### config.mk
export PLATFORM = sky130hd
export DESIGN_NAME = bsab_div
export DESIGN_NICKNAME = d
export VERILOG_FILES = /design/src/rtl/bsab_pkg.sv /design/src/rtl/bsab_div.sv
export SDC_FILE = /design/constraint.sdc
export NUM_CORES = 1
export LEC_CHECK = 0
export BUFFER_PORTS_ARGS = -buffer_cell sky130_fd_sc_hd__buf_2
export CAP_MARGIN = 20
export CORE_MARGIN = 1
export CORE_UTILIZATION = 50
export DETAILED_ROUTE_END_ITERATION = 12
export HOLD_SLACK_MARGIN = 0.12
export PLACE_DENSITY = 0.66
export SYNTH_ARGS = -nofsm -noshare
export SYNTH_HDL_FRONTEND = slang
export SYNTH_SLANG_ARGS = --single-unit
### constraint.sdc
create_clock -name clk -period 4.2 [get_ports clk]
set_clock_uncertainty 0.1 [all_clocks]
set_input_delay 0.21 -clock clk [delete_from_list [all_inputs] [get_ports clk]]
set_output_delay 0.21 -clock clk [all_outputs]
set_load 0.02 [all_outputs]
### src/rtl/bsab_pkg.sv
package bsab_pkg;

  // fixed widths of the datapath
  localparam int FRAC_BITS = 8;
  localparam int MAX_SIDE  = 256;
  localparam int SIDE_W    = 9;
  localparam int POS_W     = 13;
  localparam int TH_W      = 13;
  localparam int TW_W      = 21;
  localparam int TWN_W     = 22;
  localparam int REL_W     = 14;
  localparam int NUM_W     = 30;
  localparam int QUO_W     = 16;
  localparam int REM_W     = 22;
  localparam int ADDR_W    = 16;
  localparam int TEX_DEPTH = 65536;
  localparam int CFG_IDX_W = 3;

  // configuration register indexes
  localparam logic [CFG_IDX_W-1:0] REG_SRC_W = 3'd0;
  localparam logic [CFG_IDX_W-1:0] REG_SRC_H = 3'd1;
  localparam logic [CFG_IDX_W-1:0] REG_POS_X = 3'd2;
  localparam logic [CFG_IDX_W-1:0] REG_POS_Y = 3'd3;
  localparam logic [CFG_IDX_W-1:0] REG_TGT_H = 3'd4;
  localparam logic [CFG_IDX_W-1:0] REG_MOD   = 3'd5;

  // operation codes
  localparam logic OP_WRITE = 1'b0;
  localparam logic OP_BLEND = 1'b1;

  typedef struct packed {
    logic        operation;
    logic [15:0] texel_address;
    logic [31:0] texel_data;
    logic [11:0] dest_x;
    logic [11:0] dest_y;
    logic [31:0] dest_color;
  } in_item_t;

  typedef struct packed {
    logic [31:0] out_color;
    logic        covered;
  } out_item_t;

  // effective settings seen by the datapath
  typedef struct packed {
    logic                    busy;
    logic [SIDE_W-1:0]       sw;
    logic [SIDE_W-1:0]       sh;
    logic signed [POS_W-1:0] pos_x;
    logic signed [POS_W-1:0] pos_y;
    logic [TH_W-1:0]         th;
    logic [TW_W-1:0]         tw;
    logic [3:0][7:0]         pm;
  } cfg_t;

  // item info carried alongside the coordinate dividers
  typedef struct packed {
    logic              vld;
    logic              op;
    logic              cov;
    logic [ADDR_W-1:0] addr;
    logic [31:0]       word;
  } side_t;

  typedef struct packed {
    logic            vld;
    logic            op;
    logic            cov;
    logic [7:0]      fx;
    logic [7:0]      fy;
    logic [31:0]     word;
    logic [3:0][31:0] tex;
  } texel_set_t;

  typedef struct packed {
    logic            vld;
    logic            op;
    logic            cov;
    logic [31:0]     word;
    logic [3:0][7:0] src;
  } src_t;

  // floor(x/255) for x below 65280
  function automatic logic [7:0] div255(input logic [16:0] x);
    logic [17:0] y;
    y = {1'b0, x} + {9'd0, x[16:8]} + 18'd1;
    return y[15:8];
  endfunction

  // (a*b+127)/255
  function automatic logic [7:0] mul255(input logic [7:0] a, input logic [7:0] b);
    logic [16:0] x;
    x = ({9'd0, a} * {9'd0, b}) + 17'd127;
    return div255(x);
  endfunction

endpackage

### src/rtl/bsab_div.sv
module bsab_div (
  input  logic                          clk,
  input  logic                          adv,
  input  logic [bsab_pkg::NUM_W-1:0]    num,
  input  logic [bsab_pkg::TW_W-1:0]     den,
  output logic [bsab_pkg::QUO_W-1:0]    quo
);

  logic [bsab_pkg::REM_W-1:0] rem_r [bsab_pkg::QUO_W];
  logic [bsab_pkg::QUO_W-1:0] low_r [bsab_pkg::QUO_W];
  logic [bsab_pkg::QUO_W-1:0] q_r   [bsab_pkg::QUO_W];

  // one restoring step per stage, most significant quotient bit first
  for (genvar k = 0; k < bsab_pkg::QUO_W; k++) begin : g_stage
    logic [bsab_pkg::REM_W-1:0] rem_in;
    logic [bsab_pkg::QUO_W-1:0] low_in;
    logic [bsab_pkg::QUO_W-1:0] q_in;
    logic [bsab_pkg::REM_W-1:0] t;
    logic                       ge;

    if (k == 0) begin : g_first
      assign rem_in = {8'd0, num[bsab_pkg::NUM_W-1:bsab_pkg::QUO_W]};
      assign low_in = num[bsab_pkg::QUO_W-1:0];
      assign q_in   = '0;
    end else begin : g_next
      assign rem_in = rem_r[k-1];
      assign low_in = low_r[k-1];
      assign q_in   = q_r[k-1];
    end

    assign t  = {rem_in[bsab_pkg::REM_W-2:0], low_in[bsab_pkg::QUO_W-1-k]};
    assign ge = t >= {1'b0, den};

    always_ff @(posedge clk) begin
      if (adv) begin
        rem_r[k] <= ge ? (t - {1'b0, den}) : t;
        low_r[k] <= low_in;
        q_r[k]   <= q_in | ({{(bsab_pkg::QUO_W-1){1'b0}}, ge} << (bsab_pkg::QUO_W-1-k));
      end
    end
  end

  assign quo = q_r[bsab_pkg::QUO_W-1] | (low_r[bsab_pkg::QUO_W-1] & '0);

endmodule

==> impl_metrics.env, run 1 <==
export IMPL_cp_required_ns=4.43
export IMPL_place_gp_congestion=0.923
export IMPL_path_cells="inv_1 > ha_1 > inv_1 > fa_1 > a21o_1 > a21o_1 > a2111oi_2 > o21bai_2 > o31ai_4 > o21ai_2 > o2111ai_2 > a31o_4 > buf_12 > mux2_4"
export IMPL_cts_max_path_buffers=3
export IMPL_slew_headroom_pct=24.8
export IMPL_setup_tns_final_ns=0
export IMPL_final_common_cell="edfxtp_1"
export IMPL_port_buffers=68
export IMPL_yosysTopAreaCell="edfxtp_1"
export IMPL_syn_to_final_growth_pct=13.4
export IMPL_fill_cells=6029
export IMPL_register_area_sq_um=17100
export IMPL_min_period_ns=3.83
export IMPL_synth_area_sq_um=36000
export IMPL_arrival_ns=4.06
export IMPL_grt_pass1_wl_microns=140000
export IMPL_multi_input_area_sq_um=18100
export IMPL_row_count=98
export IMPL_rsz0062_at_grt="false"
export IMPL_grt_max_degree=108
export IMPL_finalPower_mw=30.9
export IMPL_finalWirelength_microns=90600
export IMPL_status="finished, final reports clean"
export IMPL_die_area_sq_um=73100
export IMPL_comb_power_share_pct=48.8
export IMPL_synth_nets=3544
export IMPL_yosysTopAreaCellShare_pct=47.6
export IMPL_num_antenna_cells=0
export IMPL_setup_viol=0
export IMPL_ios=69
export IMPL_slew_violations=0
export IMPL_ant_nets=0
export IMPL_firstDrtPassIters=5
export IMPL_switching_share_pct=37.0
export IMPL_crit_type="register to register"
export IMPL_cts_tree="yes"
export IMPL_timing_worst_slew_pin_value_ns=1.13
export IMPL_fin_util_pct=57.3
export IMPL_ys_ff_latch=571
export IMPL_synth_cell_type_count=98
export IMPL_ir_drop_v=0.000348
export IMPL_startpoint_type="register"
export IMPL_drive_gt1_share_pct=13.8
export IMPL_cpPeakStageDelay_ns=0.45
export IMPL_nets=3756
export IMPL_layout_common_cells="edfxtp_1, ha_1, a21oi_1"
export IMPL_die_w_microns=270
export IMPL_clock_sinks=571
export IMPL_htree_num_levels=3
export IMPL_place_ws_ns=0.162
export IMPL_end_kind="register"
export IMPL_switchingPower_mw=11.4
export IMPL_post_drt_wl_per_cell_microns=20.8
export IMPL_synth_flop_cell="edfxtp_1"
export IMPL_ys_top_cells_by_area="edfxtp_1, ha_1, xnor2_1"
export IMPL_hold_viol=0
export IMPL_p_clk_share_pct=18.9
export IMPL_track_usage_pct=24.5
export IMPL_worstHoldPathType="input pin to register"
export IMPL_cpMaxStageDelayCell="a2111oi_2"
export IMPL_seq_area_frac_synth_pct=47.6
export IMPL_root_buffer="clkbuf_16"
export IMPL_start_util_pct=50.5
export IMPL_clkTransAtPathRegs_ns=0.06
export IMPL_hold_ws_ns=0.202
export IMPL_grt_overflow_total=0
export IMPL_min_period_over_period_pct=91.1
export IMPL_cp_max_fo=13
export IMPL_numCtsBuffers=69
export IMPL_synth_edf_count=571
export IMPL_p_seq_share_pct=32.3
export IMPL_postSynthCellCount=3146
export IMPL_ys_warn_count=0
export IMPL_power_density_nw_per_um2=756
export IMPL_drv_cap=0
export IMPL_leakagePower_nw=16.4
export IMPL_drc_errors=0
export IMPL_clk_latency_ns=0.60
export IMPL_antenna_found_initial=1
export IMPL_dp_hpwl_microns=66100
export IMPL_fp_coreArea_sq_um=71400
export IMPL_avgSynthCellArea_sq_um=11.5
export IMPL_fmax_mhz=261
export IMPL_ys_async_sr_fraction_pct=0
export IMPL_cts_setup_buffers=0
export IMPL_final_setup_worst_slack_ns=0.374
export IMPL_drt_initial_drc_count=1630
export IMPL_internal_power_mw=19.4
export IMPL_die_h_microns=270
export IMPL_via_per_inst=5.87
export IMPL_grt_pass1_vias=25700
export IMPL_dr_total_vias=25600
## power by group through the flow
stage	sequential, mW	clock [mW]	combinational (mW)
floorplan	9.46	0	11.6
global placement	10.1	0	14.5
detailed placement	10.1	0	14.9
CTS	10.0	6.01	15.0
global route	10.1	6.24	16.6
finish	9.98	5.84	15.1
## registers in the layout, indices dropped and copies added, names as in the netlist
signal,cells
q_r,136
rem_r,315
low_r,120
## critical path, delay by kind of cell (launching register included)
kind | cells | cell delay, ns
multiplexers | 1 | 0.31
buffers and inverters | 3 | 0.37
flip-flops | 1 | 0.35
AO/OA/AOI/OAI | 8 | 1.83
adder cells (fa/ha/maj) | 2 | 0.61
## logic make-up after synthesis
family	share of synthesized area [%]
simple gates	9.84
flops	47.6
mux	6.23
compound gates	16.0
xor+xnor	5.86
fa+ha+maj	12.3
buf+inv	2.21
## stage by stage
stage	instance area (sq um)	std cells
finish	40900	4362
global route	40900	4362
CTS	40900	4362
detailed placement	38300	4203
global placement	38300	4203
floorplan	36000	3146
## path summary, 6_finish.rpt
check | slack [ns] | start | to | cells after the start
setup / recovery | 0.37 | low_r[1][36] | rem_r[1][75] | 14
hold / removal | 0.20 | den[16] | q_r[0][15] | 4
setup reg to reg | 0.37 | low_r[1][36] | rem_r[1][75] | 14
hold reg to reg | 0.31 | q_r[3][9] | q_r[3][25] | 0
## cell usage after synthesis, types with 57 or more instances
| cell type | number |
|---|---|
| edfxtp_1 | 571 |
| ha_1 | 330 |
| a21oi_1 | 245 |
| nand2_1 | 206 |
| o21ai_0 | 203 |
| nor2_1 | 202 |
| xnor2_1 | 157 |
| a21o_1 | 147 |
| inv_1 | 116 |
| mux2_2 | 104 |
| xor2_1 | 84 |
| nor2b_1 | 57 |
## metal layers
| metal | track usage [%] | vias to the layer above | routed length (microns) |
|---|---|---|---|
| li1 | - | 12400 | - |
| met1 | 29.5 | 12400 | 37400 |
| met2 | 44.1 | 596 | 46000 |
| met3 | 3.17 | 184 | 3640 |
| met4 | 9.98 | 0 | 3440 |
| met5 | 0 | - | 0 |
## final cells by class
cell class,count,share of cell area [%]
clock buffer,80,4.48
clock inverter,45,0.959
inverter,117,1.07
multi-input combinational,2394,44.3
sequential,571,42.0
tap,950,2.91
timing repair buffer,205,4.29
## timing repair
| action | CTS | global route |
|---|---|---|
| gates resized for setup | 0 | 0 |
| endpoints found under the hold margin | 44 | 0 |
| hold buffers | 34 | 0 |
No activity file was read; power rests on OpenSTA's default activity.
==> run 2, diff against run 1 <==
--- a/config.mk
+++ b/config.mk
@@ -5,6 +5,7 @@
 export SDC_FILE = /design/constraint.sdc
 export NUM_CORES = 1
 export LEC_CHECK = 0
+export ABC_CLOCK_PERIOD_IN_PS = 4200
 export BUFFER_PORTS_ARGS = -buffer_cell sky130_fd_sc_hd__buf_2
 export CAP_MARGIN = 20
 export CORE_MARGIN = 1
@@ -12,6 +13,7 @@
 export DETAILED_ROUTE_END_ITERATION = 12
 export HOLD_SLACK_MARGIN = 0.12
 export PLACE_DENSITY = 0.66
+export RECOVER_POWER = 50
 export SYNTH_ARGS = -nofsm -noshare
 export SYNTH_HDL_FRONTEND = slang
 export SYNTH_SLANG_ARGS = --single-unit
==> run 2 against run 1 <==
Against the previous run: the run now ends with max-capacitance violations, max-slew violations left; power about the same; combinational power about the same; clock power about the same; cell count unchanged; first-iteration DRC count up 1.2%; utilization down 0.12 points; non-clock buffer count unchanged; global-route usage unchanged; via count up 0.13%; die area unchanged; sequential power about the same; critical endpoint unchanged; largest cell class unchanged.
==> impl_metrics.env, run 2 (same netlist as run 1, synthesis figures left out) <==
export IMPL_status="finished with violations"
export IMPL_violations="max-capacitance violations, max-slew violations"
export IMPL_die_area_sq_um=73100
export IMPL_cts_tree="yes"
export IMPL_p_seq_share_pct=32.3
export IMPL_register_area_sq_um=17100
export IMPL_root_buffer="clkbuf_16"
export IMPL_die_w_microns=270
export IMPL_largest_register_ffs=315
export IMPL_internal_power_mw=19.4
export IMPL_multi_input_area_sq_um=18100
export IMPL_startpoint_type="register"
export IMPL_setup_viol=0
export IMPL_finalWirelength_microns=90700
export IMPL_drive_gt1_share_pct=13.1
export IMPL_num_antenna_cells=0
export IMPL_drc_errors=0
export IMPL_slew_violations=106
export IMPL_start_util_pct=50.5
export IMPL_arrival_ns=4.06
export IMPL_slew_headroom_pct=-90.2
export IMPL_hold_ws_ns=0.196
export IMPL_min_period_over_period_pct=91.0
export IMPL_grt_max_degree=108
export IMPL_switchingPower_mw=11.4
export IMPL_clock_sinks=571
export IMPL_place_gp_congestion=0.923
export IMPL_via_per_inst=5.88
export IMPL_comb_power_share_pct=48.7
export IMPL_power_density_nw_per_um2=757
export IMPL_syn_to_final_growth_pct=13.2
export IMPL_rr_worst_depth=14
export IMPL_cts_setup_buffers=0
export IMPL_end_kind="register"
export IMPL_switching_share_pct=37.1
export IMPL_min_period_ns=3.82
export IMPL_firstDrtPassIters=6
export IMPL_final_common_cell="edfxtp_1"
export IMPL_cpPeakStageDelay_ns=0.45
export IMPL_dp_hpwl_microns=66100
export IMPL_ant_nets=0
export IMPL_top_register="rem_r"
export IMPL_ir_drop_v=0.000349
export IMPL_drt_initial_drc_count=1649
export IMPL_p_clk_share_pct=18.9
export IMPL_port_buffers=68
export IMPL_grt_overflow_total=0
export IMPL_dr_total_vias=25600
export IMPL_antenna_found_initial=1
export IMPL_clk_latency_ns=0.60
export IMPL_min_path_cells=4
export IMPL_worstHoldPathType="input pin to register"
export IMPL_fp_coreArea_sq_um=71400
export IMPL_ios=69
export IMPL_grt_pass1_vias=25700
export IMPL_setup_tns_final_ns=0
export IMPL_layout_common_cells="edfxtp_1, ha_1, a21oi_1"
export IMPL_numCtsBuffers=69
export IMPL_track_usage_pct=24.5
export IMPL_htree_num_levels=3
export IMPL_crit_type="register to register"
export IMPL_nets=3756
export IMPL_post_drt_wl_per_cell_microns=20.8
export IMPL_hold_viol=0
export IMPL_fmax_mhz=262
export IMPL_largestRegisters="rem_r: 315 flops, q_r: 136 flops, low_r: 120 flops"
export IMPL_die_h_microns=270
export IMPL_cpMaxStageDelayCell="a2111oi_2"
export IMPL_drv_cap=1
export IMPL_timing_worst_slew_pin_value_ns=2.85
export IMPL_clkTransAtPathRegs_ns=0.06
export IMPL_fill_cells=6046
export IMPL_row_count=98
export IMPL_cts_resized=0
export IMPL_grt_pass1_wl_microns=140000
export IMPL_leakagePower_nw=16.3
export IMPL_cts_max_path_buffers=3
export IMPL_cp_required_ns=4.43
export IMPL_path_cells="inv_1 > ha_1 > inv_1 > fa_1 > a21o_1 > a21o_1 > a2111oi_2 > o21bai_2 > o31ai_4 > o21ai_2 > o2111ai_2 > a31o_4 > buf_12 > mux2_4"
export IMPL_rsz0062_at_grt="false"
export IMPL_cp_max_fo=13
[run 2: cell count changes in the layout (fill, tap and decap cells not counted), sizes merged]
cell    delta
buf       -28
clkbuf    +28
[run 2: final timing paths]
kind | endpoint | slack [ns] | startpoint
setup / recovery | rem_r[1][75] | 0.38 | low_r[1][36]
hold / removal | q_r[0][15] | 0.20 | den[16]
setup reg to reg | rem_r[1][75] | 0.38 | low_r[1][36]
hold reg to reg | q_r[3][25] | 0.31 | q_r[3][9]
[run 2: what timing repair did]
action	in CTS	in global routing
endpoints found under the hold margin	44	0
setup endpoints to repair	0	0
hold buffers	34	0
[run 2: critical path, delay by kind of cell (launching register included)]
kind / cells / cell delay, ns
buffers and inverters: 3 / 0.37
DFF: 1 / 0.35
adders and majority gates: 2 / 0.61
AOI/OAI and AO/OA: 8 / 1.83
muxes: 1 / 0.31
[run 2: per-layer routing]
layer / routed length (microns) / vias to the layer above / global-route usage (%)
met4: 3380 / 0 / 9.98
li1: - / 12400 / -
met2: 46200 / 621 / 44.1
met3: 3760 / 176 / 3.17
met1: 37400 / 12400 / 29.5
met5: 0 / - / 0
[run 2: power by group through the flow]
stage | sequential, mW | combinational (mW) | clock [mW]
2_1_floorplan | 9.46 | 11.6 | 0
3_3_place_gp | 10.1 | 14.5 | 0
3_5_place_dp | 10.1 | 14.9 | 0
4_1_cts | 10.0 | 15.0 | 6.01
5_1_grt | 10.1 | 16.6 | 6.24
6_report | 9.99 | 15.1 | 5.84
[run 2: area by class of cell]
| type | instances | share of cell area (%) |
|---|---|---|
| Inverter | 117 | 1.08 |
| Multi-Input combinational cell | 2394 | 44.4 |
| Tap cell | 950 | 2.92 |
| Clock inverter | 45 | 0.961 |
| Sequential cell | 571 | 42.1 |
| Timing Repair Buffer | 205 | 4.08 |
| Clock buffer | 80 | 4.49 |
[run 2: per-stage QoR]
stage / instance area, sq um / cells / power, mW / utilization (%) / setup slack (ns)
2_1_floorplan: 36000 / 3146 / 21.1 / - / 0.425
3_3_place_gp: 38300 / 4203 / 24.6 / 53.7 / 0.187
3_5_place_dp: 38300 / 4203 / 25.0 / 53.7 / 0.162
4_1_cts: 40900 / 4362 / 31.0 / 57.3 / 0.366
5_1_grt: 40800 / 4362 / 33.0 / 57.1 / 0.0937
6_report: 40800 / 4362 / 30.9 / 57.1 / 0.377
==> run 3, diff against run 2 <==
--- a/config.mk
+++ b/config.mk
@@ -5,9 +5,9 @@
 export SDC_FILE = /design/constraint.sdc
 export NUM_CORES = 1
 export LEC_CHECK = 0
+export ABC_AREA = 1
 export ABC_CLOCK_PERIOD_IN_PS = 4200
 export BUFFER_PORTS_ARGS = -buffer_cell sky130_fd_sc_hd__buf_2
-export CAP_MARGIN = 20
 export CORE_MARGIN = 1
 export CORE_UTILIZATION = 50
 export DETAILED_ROUTE_END_ITERATION = 12
==> run 3 against run 2 <==
Against the previous run: the flow still finishes with violations (max-capacitance violations, max-slew violations); cell count grew 65%; register-to-register slack improved by 0.66 ns; sequential share of layout area decreased by 5.6 points; wire length rose by 42%; non-clock buffer count decreased by 45; synthesized cell count grew 86%; global-route usage increased by 5.3 points; critical path type is now input pin to register; critical endpoint is now rem_r[0][128]; largest power group unchanged; highest routed layer unchanged.
==> impl_metrics.env, run 3 <==
export IMPL_status="finished with violations"
export IMPL_violations="max-capacitance violations, max-slew violations"
export IMPL_grt_pass1_wl_microns=198000
export IMPL_syn_to_final_growth_pct=9.93
export IMPL_leakagePower_nw=23.7
export IMPL_cts_hold_buf=34
export IMPL_num_antenna_cells=0
export IMPL_r2r_slack_ns=1.04
export IMPL_min_period_over_period_pct=85.2
export IMPL_worstHoldPathType="input pin to register"
export IMPL_synth_nets=6240
export IMPL_p_seq_share_pct=30.9
export IMPL_root_buffer="clkbuf_16"
export IMPL_reg2reg_to="rem_r[0][55]"
export IMPL_largest_register_ffs=315
export IMPL_grt_max_degree=98
export IMPL_drv_cap=1
export IMPL_top_register="rem_r"
export IMPL_ios=69
export IMPL_postSynthCellCount=5842
export IMPL_ys_top_cells_by_area="edfxtp_1, nand2_1, ha_1"
export IMPL_yosysTopAreaCell="edfxtp_1"
export IMPL_startpoint="adv"
export IMPL_finalPower_mw=32.4
export IMPL_fin_cells=7199
export IMPL_via_per_inst=5.24
export IMPL_post_drt_wl_per_cell_microns=17.8
export IMPL_final_common_cell="nand2_1"
export IMPL_crit_type="input pin to register"
export IMPL_rsz0062_at_grt="false"
export IMPL_finalWirelength_microns=128000
export IMPL_final_area_sq_um=47000
export IMPL_fp_coreArea_sq_um=84200
export IMPL_cts_tree="yes"
export IMPL_comb_power_share_pct=51.0
export IMPL_cp_required_ns=4.33
export IMPL_die_w_microns=294
export IMPL_startpoint_type="input pin"
export IMPL_numCtsBuffers=69
export IMPL_dp_hpwl_microns=97500
export IMPL_drive_gt1_share_pct=4.63
export IMPL_grt_overflow_total=0
export IMPL_clock_sinks=571
export IMPL_internal_power_mw=17.7
export IMPL_yosysTopAreaCellShare_pct=40.1
export IMPL_ys_async_sr_fraction_pct=0
export IMPL_dr_total_vias=37700
export IMPL_min_period_ns=3.58
export IMPL_end_kind="register"
export IMPL_layout_common_cells="nand2_1, inv_1, edfxtp_1"
export IMPL_track_usage_pct=29.8
export IMPL_htree_num_levels=3
export IMPL_placed_area_sq_um=44500
export IMPL_fill_cells=8148
export IMPL_antenna_found_initial=1
export IMPL_synth_commonest_cells="nand2_1, inv_1, edfxtp_1, nor2_1, nand3_1"
export IMPL_firstDrtPassIters=6
export IMPL_setup_viol=0
export IMPL_cts_setup_buffers=0
export IMPL_timing_worst_slew_pin_value_ns=2.90
export IMPL_switchingPower_mw=14.8
export IMPL_start_util_pct=50.8
export IMPL_dpl_cell_count=7041
export IMPL_cts_resized=0
export IMPL_avgSynthCellArea_sq_um=7.32
export IMPL_slew_violations=94
export IMPL_arrival_ns=3.71
export IMPL_row_count=106
export IMPL_nets=6410
export IMPL_synth_cell_type_count=38
export IMPL_slew_headroom_pct=-93.2
export IMPL_synth_edf_count=571
export IMPL_synth_flop_cell="edfxtp_1"
export IMPL_clk_latency_ns=0.62
export IMPL_grt_pass1_vias=35600
export IMPL_die_h_microns=294
export IMPL_ys_warn_count=0
export IMPL_hold_viol=0
export IMPL_setup_tns_final_ns=0
export IMPL_synth_area_sq_um=42800
export IMPL_endpoint="rem_r[0][128]"
export IMPL_power_density_nw_per_um2=690
export IMPL_yosysMostFrequentCell="nand2_1"
export IMPL_fmax_mhz=279
export IMPL_switching_share_pct=45.5
export IMPL_cts_max_path_buffers=3
export IMPL_drt_initial_drc_count=3140
export IMPL_hold_ws_ns=0.164
export IMPL_min_path_cells=5
export IMPL_largestRegisters="rem_r: 315 flops, q_r: 136 flops, low_r: 120 flops"
export IMPL_rr_worst_depth=15
export IMPL_ys_ff_latch=571
export IMPL_place_gp_congestion=0.990
export IMPL_cp_max_fo=97
export IMPL_seq_area_frac_synth_pct=40.1
export IMPL_clkTransAtPathRegs_ns=0.06
export IMPL_ant_nets=0
export IMPL_port_buffers=68
export IMPL_ir_drop_v=0.000375
export IMPL_r2r_start="low_r[0][29]"
export IMPL_die_area_sq_um=86700
export IMPL_drc_errors=0
export IMPL_p_clk_share_pct=18.1
==> run 3: changes by cell type in the layout (fill, tap and decap cells not counted), moves of 104 or more <==
cell     delta
nand2_1  +2311
nor2_1    +237
mux2_2    -104
a21o_1    -147
nand3_1   +325
o21ai_0   -159
inv_1     +709
xnor2_1   -137
==> run 3: logic make-up after synthesis <==
kind of cell / after synthesis / synth area share, %
AOI/OAI and AO/OA: 311 / 3.92
xor gates and xnor gates: 118 / 2.42
adders and majority gates: 345 / 10.4
buffers and inverters: 905 / 8.80
DFF: 571 / 40.1
and+or+nand+nor: 3592 / 34.4
==> run 3: cell type report <==
class                   count  area, sq um  share of cell area (%)
inverters                 844         3170                    6.74
clock inverters            39          388                   0.825
multi-input cells        4366        21900                    46.5
clock buffers              85         1830                    3.89
well taps                1134         1420                    3.02
repair buffers            160         1210                    2.57
flip-flops and latches    571        17100                    36.5
==> run 3: metrics by stage <==
stage | setup slack, ns | utilization (%)
after floorplan | 1.57 | -
after global placement | 0.810 | 52.9
after detailed placement | 0.776 | 52.9
after CTS | 1.03 | 55.9
after global routing | 0.407 | 55.8
final | 0.621 | 55.8
==> run 3: worst min path at each step <==
stage / start / end / slack [ns]
2_1_floorplan: num[0] / low_r[0][0] / 0.21
3_3_place_gp: num[13] / low_r[0][13] / 0.29
3_5_place_dp: num[13] / low_r[0][13] / 0.29
4_1_cts: den[1] / rem_r[0][1] / 0.13
5_1_grt: den[1] / rem_r[0][1] / 0.17
6_report: den[1] / rem_r[0][1] / 0.16
==> run 3: layer usage <==
layer  share of wire (%)  wire length [microns]  global-route usage [%]  up-vias
li1                    -                      -                       -    19100
met1                  43                  55700                    39.2    17100
met2                  46                  59200                    49.8     1252
met3                 6.1                   7770                    3.60      267
met4                 4.5                   5740                    12.0        0
met5                   0                      0                       0        -
==> run 3: power by group through the flow <==
stage / Clock [mW] / Sequential (mW) / Combinational (mW)
after floorplan: 0 / 9.29 / 12.7
final: 5.88 / 10.0 / 16.5
after detailed placement: 0 / 10.1 / 16.2
after global placement: 0 / 10.1 / 16.1
after global routing: 6.22 / 10.1 / 18.8
after CTS: 6.00 / 10.0 / 16.3
==> run 3: worst max-delay path, cell delays in order <==
cell	delay [ns]
dlygate4sd3_1	0.52
clkbuf_2	1.94
clkbuf_1	0.89
