<file path="config.mk">
export PLATFORM = sky130hd
export DESIGN_NAME = bsab_cfg
export DESIGN_NICKNAME = d
export VERILOG_FILES = /design/src/rtl/bsab_pkg.sv /design/src/rtl/bsab_cfg.sv
export SDC_FILE = /design/constraint.sdc
export NUM_CORES = 1
export LEC_CHECK = 0
export ABC_AREA = 1
export BUFFER_PORTS_ARGS = -buffer_cell sky130_fd_sc_hd__buf_2
export CAP_MARGIN = 20
export CELL_PAD_IN_SITES_DETAIL_PLACEMENT = 2
export CELL_PAD_IN_SITES_GLOBAL_PLACEMENT = 2
export CORE_UTILIZATION = 35
export CTS_CLUSTER_DIAMETER = 150
export CTS_CLUSTER_SIZE = 30
export DETAILED_ROUTE_END_ITERATION = 8
export GPL_ROUTABILITY_DRIVEN = 0
export HOLD_SLACK_MARGIN = 0.06
export PLACE_DENSITY_LB_ADDON = 0.25
export SLEW_MARGIN = 20
export SYNTH_ARGS = -nofsm -noshare
export SYNTH_HDL_FRONTEND = slang
export SYNTH_SLANG_ARGS = --single-unit
</file>
<file path="constraint.sdc">
create_clock -name clk -period 17.08 [get_ports clk]
set_input_delay 0.854 -clock clk [delete_from_list [all_inputs] [get_ports clk]]
set_output_delay 0.854 -clock clk [all_outputs]
set_load 0.05 [all_outputs]
</file>
<file path="src/rtl/bsab_pkg.sv">
package bsab_pkg;

  // fixed widths of the datapath
  localparam int FRAC_BITS = 8;
  localparam int MAX_SIDE  = 256;
  localparam int SIDE_W    = 9;
  localparam int POS_W     = 13;
  localparam int TH_W      = 13;
  localparam int TW_W      = 21;
  localparam int TWN_W     = 22;
  localparam int REL_W     = 14;
  localparam int NUM_W     = 30;
  localparam int QUO_W     = 16;
  localparam int REM_W     = 22;
  localparam int ADDR_W    = 16;
  localparam int TEX_DEPTH = 65536;
  localparam int CFG_IDX_W = 3;

  // configuration register indexes
  localparam logic [CFG_IDX_W-1:0] REG_SRC_W = 3'd0;
  localparam logic [CFG_IDX_W-1:0] REG_SRC_H = 3'd1;
  localparam logic [CFG_IDX_W-1:0] REG_POS_X = 3'd2;
  localparam logic [CFG_IDX_W-1:0] REG_POS_Y = 3'd3;
  localparam logic [CFG_IDX_W-1:0] REG_TGT_H = 3'd4;
  localparam logic [CFG_IDX_W-1:0] REG_MOD   = 3'd5;

  // operation codes
  localparam logic OP_WRITE = 1'b0;
  localparam logic OP_BLEND = 1'b1;

  typedef struct packed {
    logic        operation;
    logic [15:0] texel_address;
    logic [31:0] texel_data;
    logic [11:0] dest_x;
    logic [11:0] dest_y;
    logic [31:0] dest_color;
  } in_item_t;

  typedef struct packed {
    logic [31:0] out_color;
    logic        covered;
  } out_item_t;

  // effective settings seen by the datapath
  typedef struct packed {
    logic                    busy;
    logic [SIDE_W-1:0]       sw;
    logic [SIDE_W-1:0]       sh;
    logic signed [POS_W-1:0] pos_x;
    logic signed [POS_W-1:0] pos_y;
    logic [TH_W-1:0]         th;
    logic [TW_W-1:0]         tw;
    logic [3:0][7:0]         pm;
  } cfg_t;

  // item info carried alongside the coordinate dividers
  typedef struct packed {
    logic              vld;
    logic              op;
    logic              cov;
    logic [ADDR_W-1:0] addr;
    logic [31:0]       word;
  } side_t;

  typedef struct packed {
    logic            vld;
    logic            op;
    logic            cov;
    logic [7:0]      fx;
    logic [7:0]      fy;
    logic [31:0]     word;
    logic [3:0][31:0] tex;
  } texel_set_t;

  typedef struct packed {
    logic            vld;
    logic            op;
    logic            cov;
    logic [31:0]     word;
    logic [3:0][7:0] src;
  } src_t;

  // floor(x/255) for x below 65280
  function automatic logic [7:0] div255(input logic [16:0] x);
    logic [17:0] y;
    y = {1'b0, x} + {9'd0, x[16:8]} + 18'd1;
    return y[15:8];
  endfunction

  // (a*b+127)/255
  function automatic logic [7:0] mul255(input logic [7:0] a, input logic [7:0] b);
    logic [16:0] x;
    x = ({9'd0, a} * {9'd0, b}) + 17'd127;
    return div255(x);
  endfunction

endpackage

</file>
<file path="src/rtl/bsab_cfg.sv">
module bsab_cfg (
  input  logic                            clk,
  input  logic                            rst_n,
  input  logic                            cfg_we,
  input  logic [bsab_pkg::CFG_IDX_W-1:0]  cfg_index,
  input  logic [31:0]                     cfg_data,
  output bsab_pkg::cfg_t                  set_o
);

  localparam logic [1:0] ST_IDLE = 2'd0;
  localparam logic [1:0] ST_LOAD = 2'd1;
  localparam logic [1:0] ST_RUN  = 2'd2;

  logic [bsab_pkg::SIDE_W-1:0] sw_r, sh_r, sw_e, sh_e;
  logic [bsab_pkg::POS_W-1:0]  px_r, py_r;
  logic [bsab_pkg::TH_W-1:0]   th_r;
  logic [31:0]                 mod_r;
  logic [bsab_pkg::TW_W-1:0]   tw_r;
  logic [3:0][7:0]             pm_r, pm_nxt;
  logic [1:0]                  st_r;
  logic [4:0]                  cnt_r;
  logic [bsab_pkg::SIDE_W-1:0] rem_r;
  logic [bsab_pkg::TWN_W-1:0]  num_r;
  logic [bsab_pkg::SIDE_W:0]   t;
  logic                        ge;
  logic                        size_wr;

  // source sizes saturated into 1..MAX_SIDE
  always_comb begin
    sw_e = sw_r;
    sh_e = sh_r;
    if (sw_r == '0) sw_e = 9'd1;
    else if (sw_r > 9'(bsab_pkg::MAX_SIDE)) sw_e = 9'(bsab_pkg::MAX_SIDE);
    if (sh_r == '0) sh_e = 9'd1;
    else if (sh_r > 9'(bsab_pkg::MAX_SIDE)) sh_e = 9'(bsab_pkg::MAX_SIDE);
  end

  // premultiplied modulation color
  always_comb begin
    pm_nxt[0] = mod_r[7:0];
    for (int i = 1; i < 4; i++) begin
      pm_nxt[i] = bsab_pkg::mul255(mod_r[8*i +: 8], mod_r[7:0]);
    end
  end

  // register writes
  always_ff @(posedge clk) begin
    if (!rst_n) begin
      sw_r  <= 9'd1;
      sh_r  <= 9'd1;
      px_r  <= '0;
      py_r  <= '0;
      th_r  <= 13'd1;
      mod_r <= 32'hFFFF_FFFF;
      pm_r  <= '1;
    end else begin
      pm_r <= pm_nxt;
      if (cfg_we) begin
        unique case (cfg_index)
          bsab_pkg::REG_SRC_W: sw_r  <= cfg_data[8:0];
          bsab_pkg::REG_SRC_H: sh_r  <= cfg_data[8:0];
          bsab_pkg::REG_POS_X: px_r  <= cfg_data[12:0];
          bsab_pkg::REG_POS_Y: py_r  <= cfg_data[12:0];
          bsab_pkg::REG_TGT_H: th_r  <= cfg_data[12:0];
          bsab_pkg::REG_MOD:   mod_r <= cfg_data;
          default: ;
        endcase
      end
    end
  end

  assign size_wr = cfg_we && (cfg_index == bsab_pkg::REG_SRC_W ||
                              cfg_index == bsab_pkg::REG_SRC_H ||
                              cfg_index == bsab_pkg::REG_TGT_H);

  // target width divider, one quotient bit per cycle
  assign t  = {rem_r, num_r[bsab_pkg::TWN_W-1]};
  assign ge = t >= {1'b0, sh_e};

  always_ff @(posedge clk) begin
    if (!rst_n) begin
      st_r  <= ST_IDLE;
      tw_r  <= 21'd1;
      cnt_r <= '0;
      rem_r <= '0;
      num_r <= '0;
    end else if (size_wr) begin
      st_r <= ST_LOAD;
    end else begin
      unique case (st_r)
        ST_LOAD: begin
          num_r <= {13'd0, sw_e} * {9'd0, th_r};
          rem_r <= '0;
          cnt_r <= 5'(bsab_pkg::TWN_W);
          st_r  <= ST_RUN;
        end
        ST_RUN: begin
          num_r <= {num_r[bsab_pkg::TWN_W-2:0], ge};
          rem_r <= ge ? 9'(t - {1'b0, sh_e}) : t[8:0];
          cnt_r <= cnt_r - 5'd1;
          if (cnt_r == 5'd1) begin
            tw_r <= {num_r[bsab_pkg::TW_W-2:0], ge};
            st_r <= ST_IDLE;
          end
        end
        default: st_r <= ST_IDLE;
      endcase
    end
  end

  assign set_o.busy  = st_r != ST_IDLE;
  assign set_o.sw    = sw_e;
  assign set_o.sh    = sh_e;
  assign set_o.pos_x = px_r;
  assign set_o.pos_y = py_r;
  assign set_o.th    = th_r;
  assign set_o.tw    = tw_r;
  assign set_o.pm    = pm_r;

endmodule

</file>
==> reports/summary.txt, run 1 <==
Status = complete, no violations
Hold-fix buffers, CTS = 0
PostCTS Resize Cnt = 0
Largest net degree at the start of global routing = 60
Setup TNS = 0 ns
Footprint of the multi-input gates = 0.0133 mm²
Die ar. = 0.0572 mm²
Critical path required time = 17.44 ns
CORE AREA = 0.0553 mm²
Initial antenna violation count = 3
Number of setup buffers added after CTS = 0
Unrepaired setup endpoints after global routing = no
CP endpoint kind = flip-flop
Antenna-violating nets left = 0
DR vias/cell = 5.01
Via count = 18320
Pwr dens = 218 mW/mm²
CTS Buffer Depth = 2
Initial DRC count = 618
Most instantiated cells after synthesis = nand2_1 (708), inv_1 (652), fa_1 (205), nor2_1 (192), ha_1 (191)
Final std cells w/o fill = 3654
Dominant cells by area after synthesis = fa_1 (21%), dfxtp_1 (18%), nand2_1 (13%)
Syn Inst Count = 2819
Yosys cell types = 47
Peak VDD IR = 0.000251 V
CP max FO = 25
Clock slew at reported path FFs = 0.07 ns
Pleak = 12.1 nW
Layout fillers = 6736
Ant diodes = 0
Number of I/O pins = 149
Synthesis-to-layout area growth = 9.81%
CP Class = reg -> reg
Final setup fails = 0
Placed cell count = 3623
Die extent in y = 239 µm
H-Tree Depth = 4
DP HPWL = 55100 µm
Syn avg cell area = 6.99 µm²
Final Hold Violating Endpoints = 0
Post-synthesis sequential area ratio = 18.3%
Synth area leader = fa_1
Yosys reg bits = 180
Share of layout cells above drive strength 1 = 7.57%
Clock skew = 0.0170 ns
Tcrit/Tclk final = 37.8%
Die X = 239 µm
Top FF cell, synth = dfxtp_1
Reg area = 0.00361 mm²
Worst Path Arrival = 6.81 ns
Count leader, synth = nand2_1
Clk root buf = clkbuf_16
Initial core utilization = 35.6%
TritonRoute pass-1 iters = 5
Worst hold path type = reg -> reg
Number of flops mapped to enable cells by yosys = 0
FMAX = 155 MHz
Site row count = 86
Asr flop ratio synth = 0%
Final #Nets = 3328
Syn_nets = 3253
Slew @ Worst Pin = 1.15 ns
Maxcap violations = 0
First-pass GRT wire length = 110000 µm
Drt total wl = 67800 µm
Clock Sinks = 180
Rel. slew slack = 23.3%
Synth top area share = 20.8%
Vias in the first global route = 20449
DRC viols = 0
Area after DPL = 0.0211 mm²
Grt ovf = 0
Clock buffer count from CTS = 17
Clock Latency Late Sink = 0.51 ns
I/O Buffers = 148
Wirelength per Cell = 18.6 µm
Cell area after layout = 0.0216 mm²
Startpoint types = flip-flop
Final count of pins violating max slew = 0
Post-Syn Area = 0.0197 mm²
CTS tree = built
Synth warnings = 0
Tmin final = 6.45 ns
GRT Util Overall = 24.7%
[cells by family (layout without fill, tap and decap cells)]
| family | Yosys count | after routing | synth area share, % |
|---|---|---|---|
| simple gates | 1130 | 1130 | 23.6 |
| buf+inv | 760 | 847 | 14.5 |
| flops | 180 | 180 | 18.3 |
| fa+ha+maj | 396 | 396 | 33.0 |
| compound gates | 318 | 318 | 8.78 |
| xor+xnor | 35 | 35 | 1.84 |
[final timing paths]
path / from / end / cells past startpoint / slack, ns
worst min-delay path: py_r[0] / py_r[0] / 2 / 0.45
worst max register to register: mod_r[2] / set_o[14] / 24 / 10.63
worst max-delay path: mod_r[2] / set_o[14] / 24 / 10.63
worst min register to register: py_r[0] / py_r[0] / 2 / 0.45
[sequential cells by signal, summed over array words and instances, names as in the netlist, 9 cells and up]
name   cells
mod_r     32
num_r     22
px_r      13
py_r      13
rem_r      9
set_o     32
sh_r       9
sw_r       9
th_r      13
tw_r      21
[through the flow]
stage                     util (%)  total power [mW]  setup slack [ns]  hold WS, ns
after global placement        38.1              4.10             10.76        0.430
final                         39.1              4.71             10.63        0.450
after CTS                     39.1              4.77             10.47        0.454
after floorplan                  -              3.28             11.28        0.441
after global routing          39.1              5.27             10.15        0.480
after detailed placement      38.1              4.33             10.50        0.439
[metal layers]
metal / vias to the layer above / GRT usage, % / share of wire [%]
met5: - / 0 / 0
met4: 0 / 7.61 / 2.1
met3: 79 / 3.28 / 3.0
met2: 276 / 43.5 / 50
met1: 9269 / 31.2 / 45
li1: 8696 / - / -
[power breakdown]
group	switching [mW]	internal, mW	leakage, nW
logic	2.59	1.23	10.3
registers	0.0260	0.465	1.47
clock network	0.203	0.192	0.269
total	2.82	1.88	12.1
[final cells by class]
class	instances	area share [%]
clock buffer	19	2.05
clock inverter	12	0.463
inverter	657	11.4
multi-input combinational	1879	61.3
sequential	180	16.7
tap	748	4.33
timing repair buffer	159	3.82
[cell usage in the layout (no fill, tap or decap), drive strengths merged, types with 6 or more instances in the layout]
| cell | count |
|---|---|
| clkbuf | 19 |
| or2 | 6 |
| a211oi | 8 |
| buf | 159 |
| nand4 | 34 |
| clkinv | 11 |
| o21ai | 113 |
| ha | 191 |
| fa | 205 |
| nand2 | 713 |
| a31oi | 8 |
| nand3 | 158 |
| dfxtp | 180 |
| xnor2 | 19 |
| xor2 | 16 |
| o211ai | 18 |
| a21oi | 150 |
| nor2 | 195 |
| inv | 657 |
| nor3 | 8 |
[worst max-delay path, stage by stage, from the launching register on]
cell,delay [ns]
dfxtp_1,1.08
nand2_1,0.19
fa_1,0.59
inv_1,0.07
fa_1,0.48
fa_1,0.50
inv_1,0.07
fa_1,0.54
inv_1,0.05
ha_1,0.38
nand2_1,0.08
nor2_1,0.22
nand3_1,0.17
nand3_1,0.15
a21oi_1,0.08
o21ai_0,0.19
xnor2_1,0.19
inv_1,0.11
ha_1,0.36
a21oi_1,0.30
o21ai_0,0.20
nand4_1,0.13
nand2_1,0.07
nand2_1,0.05
nand3_1,0.06
Power figures use the tool's default switching activity.
==> run 2, diff against run 1 <==
==> constraint.sdc (replaced) <==
create_clock -name clk -period 6.35 [get_ports clk]
set_input_delay 0.3175 -clock clk [delete_from_list [all_inputs] [get_ports clk]]
set_output_delay 0.3175 -clock clk [all_outputs]
set_load 0.05 [all_outputs]
==> reports/summary.txt, run 2 (synthesis results as in run 1) <==
Status = complete, no violations
Worst hold path endpoint = mod_r[15]
Clock buffer count from CTS = 17 (unchanged)
DRC viols = 0 (unchanged)
Die extent in y = 239 µm (unchanged)
I/O Buffers = 148 (unchanged)
Clock slew at reported path FFs = 0.08 ns (about the same)
Largest net degree at the start of global routing = 85 (+42%)
Reg area = 0.00364 mm² (+1.0%)
Final Hold Violating Endpoints = 0 (unchanged)
Switch share = 59.4% (-0.58 points)
Final #Nets = 3369 (+1.2%)
Setup TNS = 0 ns (unchanged)
Internal Power = 5.29 mW (+180%)
Initial antenna violation count = 3 (unchanged)
Wirelength per Cell = 19.9 µm (+7.2%)
Site row count = 86 (unchanged)
Comb power frac = 80.8% (-0.4 points)
Peak VDD IR = 0.000580 V (+130%)
Initial core utilization = 35.6% (unchanged)
CP endpoint kind = flip-flop
Final setup fails = 0 (unchanged)
Commonest non-fill, non-tap cell in the layout = nand2_1
Drt total wl = 73600 µm (+8.5%)
Launching point of the worst reg2reg path = mod_r[15]
Tcrit/Tclk final = 94.0% (+56 points)
NetSw = 7.72 mW (+170%)
CP max FO = 9 (-64%)
Maxcap violations = 0 (unchanged)
Met1 WL = 31800 µm (+4.0%)
Worst Path Arrival = 6.30 ns (-0.51 ns)
CTS tree = built
Pwr dens = 588 mW/mm² (+170%)
Synthesis-to-layout area growth = 12.2%
CTS Buffer Depth = 2 (unchanged)
Post-route setup slack = 0.382 ns (-10.24 ns)
Most frequent cells in the layout = nand2_1 (707), inv_1 (652), fa_1 (205)
DR vias/cell = 5.07 (+1.0%)
Final count of pins violating max slew = 0 (unchanged)
First-pass GRT wire length = 117000 µm (+6.4%)
FMAX = 168 MHz (+8.1%)
Clock skew = 0.0158 ns (-0.00117 ns)
Initial DRC count = 663 (+7.3%)
Antenna-violating nets left = 0 (unchanged)
GRT Util Overall = 26.3% (+1.6 points)
Slew @ Worst Pin = 1.11 ns (-0.0428 ns)
CP Class = reg -> reg
Hold path start = cfg_data[15]
TritonRoute pass-1 iters = 5 (unchanged)
DP HPWL = 56300 µm (+2.1%)
Clock Sinks = 180 (unchanged)
Sequential power share = 10.1% (-0.3 points)
Die ar. = 0.0572 mm² (unchanged)
Tmin final = 5.97 ns (-0.486 ns)
Number of setup buffers added after CTS = 0 (unchanged)
Pre-CTS setup slack = 0.287 ns (-10.21 ns)
Unrepaired setup endpoints after global routing = no
Critical path required time = 6.69 ns (-10.75 ns)
Met2 WL post-DR = 37600 µm (+11%)
Clk root buf = clkbuf_16
Clock Latency Late Sink = 0.50 ns (about the same)
Footprint of the multi-input gates = 0.0133 mm² (about the same)
Ant diodes = 0 (unchanged)
Worst hold path type = in -> reg
Met3 wire len = 2350 µm (+15%)
Clock share of power = 9.1% (+0.7 points)
CORE AREA = 0.0553 mm² (unchanged)
R2R cell count = 24 (unchanged)
Die X = 239 µm (unchanged)
Rel. slew slack = 26.0% (+2.7 points)
Via count = 18724 (+2.2%)
H-Tree Depth = 4 (unchanged)
Grt ovf = 0 (unchanged)
Startpoint types = flip-flop
Pleak = 12.3 nW (+1.8%)
Vias in the first global route = 21387 (+4.6%)
Hold path depth = 3 (+1)
Layout fillers = 6747 (+0.16%)
Number of I/O pins = 149 (unchanged)
Reg2reg end = set_o[15]
Share of layout cells above drive strength 1 = 8.75% (+1.2 points)
Top sig layer = met5
R2R setup slack = 0.38 ns (-10.24 ns)
## run 2: changes by cell type in the layout (fill, tap and decap cells not counted), moves of 3 or more
cell and delta:
buf_4 +21, buf_6 +3, bufinv_16 +3, dfxtp_1 -13
dfxtp_2 +5, dfxtp_4 +8, dlygate4sd3_1 +16
## run 2: critical path, cell delays in order, from the launching register on
cell	delay, ns
dfxtp_1	0.57
nand2_1	0.15
inv_1	0.12
fa_1	0.44
fa_1	0.52
fa_1	0.59
inv_1	0.07
fa_1	0.53
inv_1	0.04
ha_1	0.38
nand2_1	0.12
nor2_1	0.16
nand3_1	0.15
nand3_1	0.16
a21oi_1	0.08
o21ai_0	0.20
xnor2_1	0.21
inv_1	0.11
ha_1	0.37
nand2_1	0.11
nor2_1	0.20
nor3b_2	0.23
nand2_1	0.11
nand3_1	0.09
nand3_1	0.11
## run 2: routing by layer
layer	track usage [%]	vias up
met5	0	-
met4	8.18	2
met3	3.68	104
met2	47.4	303
met1	32.3	9535
li1	-	8780
## run 2: how the worst max path moves through the flow
stage                     slack, ns  cells after the start   endpoint  startpoint
after global placement         0.53                     25  set_o[15]    mod_r[0]
after global routing           0.01                     24  set_o[15]   mod_r[15]
after floorplan                0.55                     26  num_r[14]     sw_r[7]
after detailed placement       0.29                     26  set_o[15]   mod_r[11]
final                          0.38                     24  set_o[15]   mod_r[15]
after CTS                      0.26                     26  set_o[15]    mod_r[0]
## run 2: through the flow
stage | total power [mW] | instances | utilization (%) | hold slack [ns] | cell area, µm²
after global routing | 14.5 | 3696 | 40.0 | 0.105 | 22100
after detailed placement | 11.8 | 3648 | 38.5 | 0.436 | 21300
after floorplan | 8.82 | 2819 | - | 0.431 | 19700
after global placement | 11.2 | 3648 | 38.5 | 0.429 | 21300
after CTS | 13.1 | 3696 | 39.9 | 0.0909 | 22000
final | 13.0 | 3696 | 40.0 | 0.105 | 22100
## run 2: repair_timing
action | 4_1_cts | 5_1_grt
setup endpoints to repair | 0 | 19
hold buffers | 16 | 0
resized for setup | 0 | 29
endpoints found under the hold margin | 16 | 0
## run 2: area by class of cell
cell class / count / area share [%]
Inverter: 657 / 11.2
Clock inverter: 12 / 0.764
Clock buffer: 20 / 2.02
Tap cell: 748 / 4.23
Sequential cell: 180 / 16.5
Timing Repair Buffer: 200 / 5.39
Multi-Input combinational cell: 1879 / 60.0
## run 2: power groups by stage
stage / Clock, mW / Combinational (mW) / Sequential, mW
finish: 1.18 / 10.5 / 1.32
global route: 1.25 / 11.9 / 1.33
CTS: 1.22 / 10.6 / 1.32
detailed placement: 0 / 10.5 / 1.35
global placement: 0 / 9.82 / 1.35
floorplan: 0 / 7.26 / 1.56
==> run 3, diff against run 2 <==
--- a/config.mk
+++ b/config.mk
@@ -5,7 +5,6 @@
 export SDC_FILE = /design/constraint.sdc
 export NUM_CORES = 1
 export LEC_CHECK = 0
-export ABC_AREA = 1
 export BUFFER_PORTS_ARGS = -buffer_cell sky130_fd_sc_hd__buf_2
 export CAP_MARGIN = 20
 export CELL_PAD_IN_SITES_DETAIL_PLACEMENT = 2
==> constraint.sdc (replaced) <==
create_clock -name clk -period 6.5 [get_ports clk]
set_input_delay 0.325 -clock clk [delete_from_list [all_inputs] [get_ports clk]]
set_output_delay 0.325 -clock clk [all_outputs]
set_load 0.05 [all_outputs]
==> reports/summary.txt, run 3 <==
Number of flops mapped to enable cells by yosys = 0 (unchanged)
Critical path required time = 6.92 ns (+0.23 ns)
Grt met1 use = 29.1% (-3.2 points)
Drt total wl = 61400 µm (-16%)
Tcrit/Tclk final = 95.9% (+1.9 points)
Synth top area share = 21.6% (+0.75 points)
Synth area leader = fa_1
Rel. slew slack = 31.9% (+5.9 points)
Vias in the first global route = 18512 (-13%)
Dominant cells by area after synthesis = fa_1 (22%), dfxtp_1 (19%), ha_1 (13%)
First-pass GRT wire length = 100000 µm (-14%)
Final setup fails = 0 (unchanged)
Post-Syn Area = 0.0190 mm² (-3.5%)
Initial DRC count = 529 (-20%)
DRC viols = 0 (unchanged)
Worst Path Arrival = 6.66 ns (+0.36 ns)
Post-route setup slack = 0.265 ns (-0.117 ns)
Peak VDD IR = 0.000450 V (-22%)
Clock buffer count from CTS = 17 (unchanged)
Pleak = 10.4 nW (-15%)
Yosys cell types = 80 (+70%)
Status = complete, no violations
Site row count = 85 (-1.2%)
Via count = 16371 (-13%)
Hold_ws = 0.0833 ns (-0.0219 ns)
Setup TNS = 0 ns (unchanged)
CP Class = reg -> reg
Wirelength per Cell = 19.4 µm (-2.3%)
Asr flop ratio synth = 0% (unchanged)
Clock Latency Late Sink = 0.51 ns (about the same)
Die extent in y = 235 µm (-1.7%)
Tmin final = 6.24 ns (+0.267 ns)
Pwr dens = 574 mW/mm² (-2.4%)
Maxcap violations = 0 (unchanged)
Die X = 235 µm (-1.7%)
DR vias/cell = 5.18 (+2.3%)
GRT Util Overall = 23.0% (-3.4 points)
Commonest non-fill, non-tap cell in the layout = nand2_1
CORE AREA = 0.0537 mm² (-2.9%)
Clock Sinks = 180 (unchanged)
TritonRoute pass-1 iters = 4 (-1)
GR Util met3 = 2.85% (-0.82 points)
H-Tree Depth = 4 (unchanged)
DP HPWL = 48100 µm (-15%)
Pre-CTS setup slack = -0.0470 ns (-0.334 ns)
Clock skew = 0.0177 ns (+0.00191 ns)
Post-layout util = 40.3% (+0.37 points)
Top FF cell, synth = dfxtp_1
Final Hold Violating Endpoints = 0 (unchanged)
Clock slew at reported path FFs = 0.08 ns (about the same)
Synthesis-to-layout area growth = 13.9%
Placed cell count = 3100 (-15%)
FMAX = 160 MHz (-4.3%)
Yosys reg bits = 180 (unchanged)
Cell area after layout = 0.0217 mm² (-2.0%)
Most instantiated cells after synthesis = nand2_1 (415), inv_1 (320), fa_1 (205), ha_1 (191), and2_1 (184)
Largest net degree at the start of global routing = 81 (-4.7%)
Syn_nets = 2751 (-15%)
Startpoint types = flip-flop
Worst hold path type = in -> reg
Final count of pins violating max slew = 0 (unchanged)
CTS tree = built
Reg area = 0.00363 mm² (-0.27%)
I/O Buffers = 148 (unchanged)
M2 GR Usage = 40.9% (-6.5 points)
CTS Buffer Depth = 2 (unchanged)
Slew @ Worst Pin = 1.02 ns (-0.0850 ns)
Share of layout cells above drive strength 1 = 12.6% (+3.9 points)
Area after DPL = 0.0206 mm² (-3.3%)
Count leader, synth = nand2_1
Syn avg cell area = 8.20 µm² (+17%)
Footprint of the multi-input gates = 0.0139 mm² (+5.0%)
Initial antenna violation count = 1 (-2)
Syn Inst Count = 2317 (-18%)
Grt ovf = 0 (unchanged)
Most frequent cells in the layout = nand2_1 (415), inv_1 (320), fa_1 (205)
Initial core utilization = 35.4% (-0.22 points)
Layout fillers = 6058 (-10%)
CP max FO = 16 (+7)
CP endpoint kind = flip-flop
Die ar. = 0.0553 mm² (-3.5%)
Overall power = 12.4 mW (-4.3%)
Synth warnings = 0 (unchanged)
Post-synthesis sequential area ratio = 19.0% (+0.66 points)
Final std cells w/o fill = 3160 (-15%)
Top Usage Layer GRT = met2
Final #Nets = 2885 (-14%)
Antenna-violating nets left = 0 (unchanged)
Clk root buf = clkbuf_16
Number of I/O pins = 149 (unchanged)
Ant diodes = 0 (unchanged)
[run 3: cell types whose count changed after synthesis, sizes merged, moves of 27 or more]
| cell | previous run | this run |
|---|---|---|
| nor2 | 195 | 77 |
| nand4 | 34 | 7 |
| a21o | 3 | 31 |
| inv | 653 | 320 |
| nand2 | 713 | 415 |
| nand3 | 158 | 58 |
| o21ai | 113 | 61 |
| and2 | 1 | 184 |
[run 3: worst paths after layout]
path / from / cells past startpoint / to / slack (ns)
worst min register to register: py_r[1] / 2 / py_r[1] / 0.46
worst max-delay path: mod_r[2] / 25 / set_o[12] / 0.26
worst min-delay path: cfg_data[25] / 3 / mod_r[25] / 0.08
worst max register to register: mod_r[2] / 25 / set_o[12] / 0.26
[run 3: layer usage]
layer / up-vias / part of all wire [%] / wire [µm]
met2: 172 / 51 / 31100
met5: - / 0 / 0
met4: 0 / 1.9 / 1160
li1: 7696 / - / -
met3: 57 / 2.0 / 1220
met1: 8446 / 46 / 28000
[run 3: kinds of logic (layout without fill, tap and decap cells)]
group	Yosys count	count (layout)	synth area share [%]
AOI/OAI and AO/OA	361	361	12.2
xor gates and xnor gates	63	63	3.09
adders and majority gates	397	397	34.2
buffers and inverters	433	580	8.64
DFF	180	180	19.0
muxes	24	24	1.34
and+or+nand+nor	859	859	21.6
[run 3: timing repair]
action	4_1_cts	5_1_grt
hold endpoints to repair	18	0
pin swaps	1	8
endpoints found under the setup margin	14	23
hold buffers	18	0
gates resized for setup	8	52
setup buffers	1	9
[run 3: cell type report]
type / instances / area share [%]
flip-flops and latches: 180 / 16.8
well taps: 696 / 4.02
multi-input cells: 1704 / 64.2
clock inverters: 15 / 0.988
repair buffers: 226 / 6.46
inverters: 322 / 5.59
clock buffers: 17 / 1.96
[run 3: critical path, stage by stage, from the launching register on]
cell and delay (ns):
dfxtp_4 0.39, buf_8 0.17, nand2_1 0.11, fa_1 0.55, inv_1 0.05, fa_1 0.46
fa_1 0.51, inv_1 0.08, fa_1 0.55, inv_1 0.05, ha_1 0.34, o211ai_1 0.27
o211ai_1 0.22, a31o_2 0.31, a21oi_2 0.16, xor2_1 0.24, inv_1 0.11, ha_1 0.29
nor2_1 0.04, a21oi_1 0.11, o21ai_1 0.10, a211o_1 0.26, a2bb2oi_2 0.17, a31oi_2 0.17
or3_1 0.34, nand3_1 0.10
[run 3: where the power goes]
group | internal, mW | switching, mW
Clock | 0.537 | 0.612
Combinational | 4.07 | 5.95
Sequential | 1.22 | 0.0546
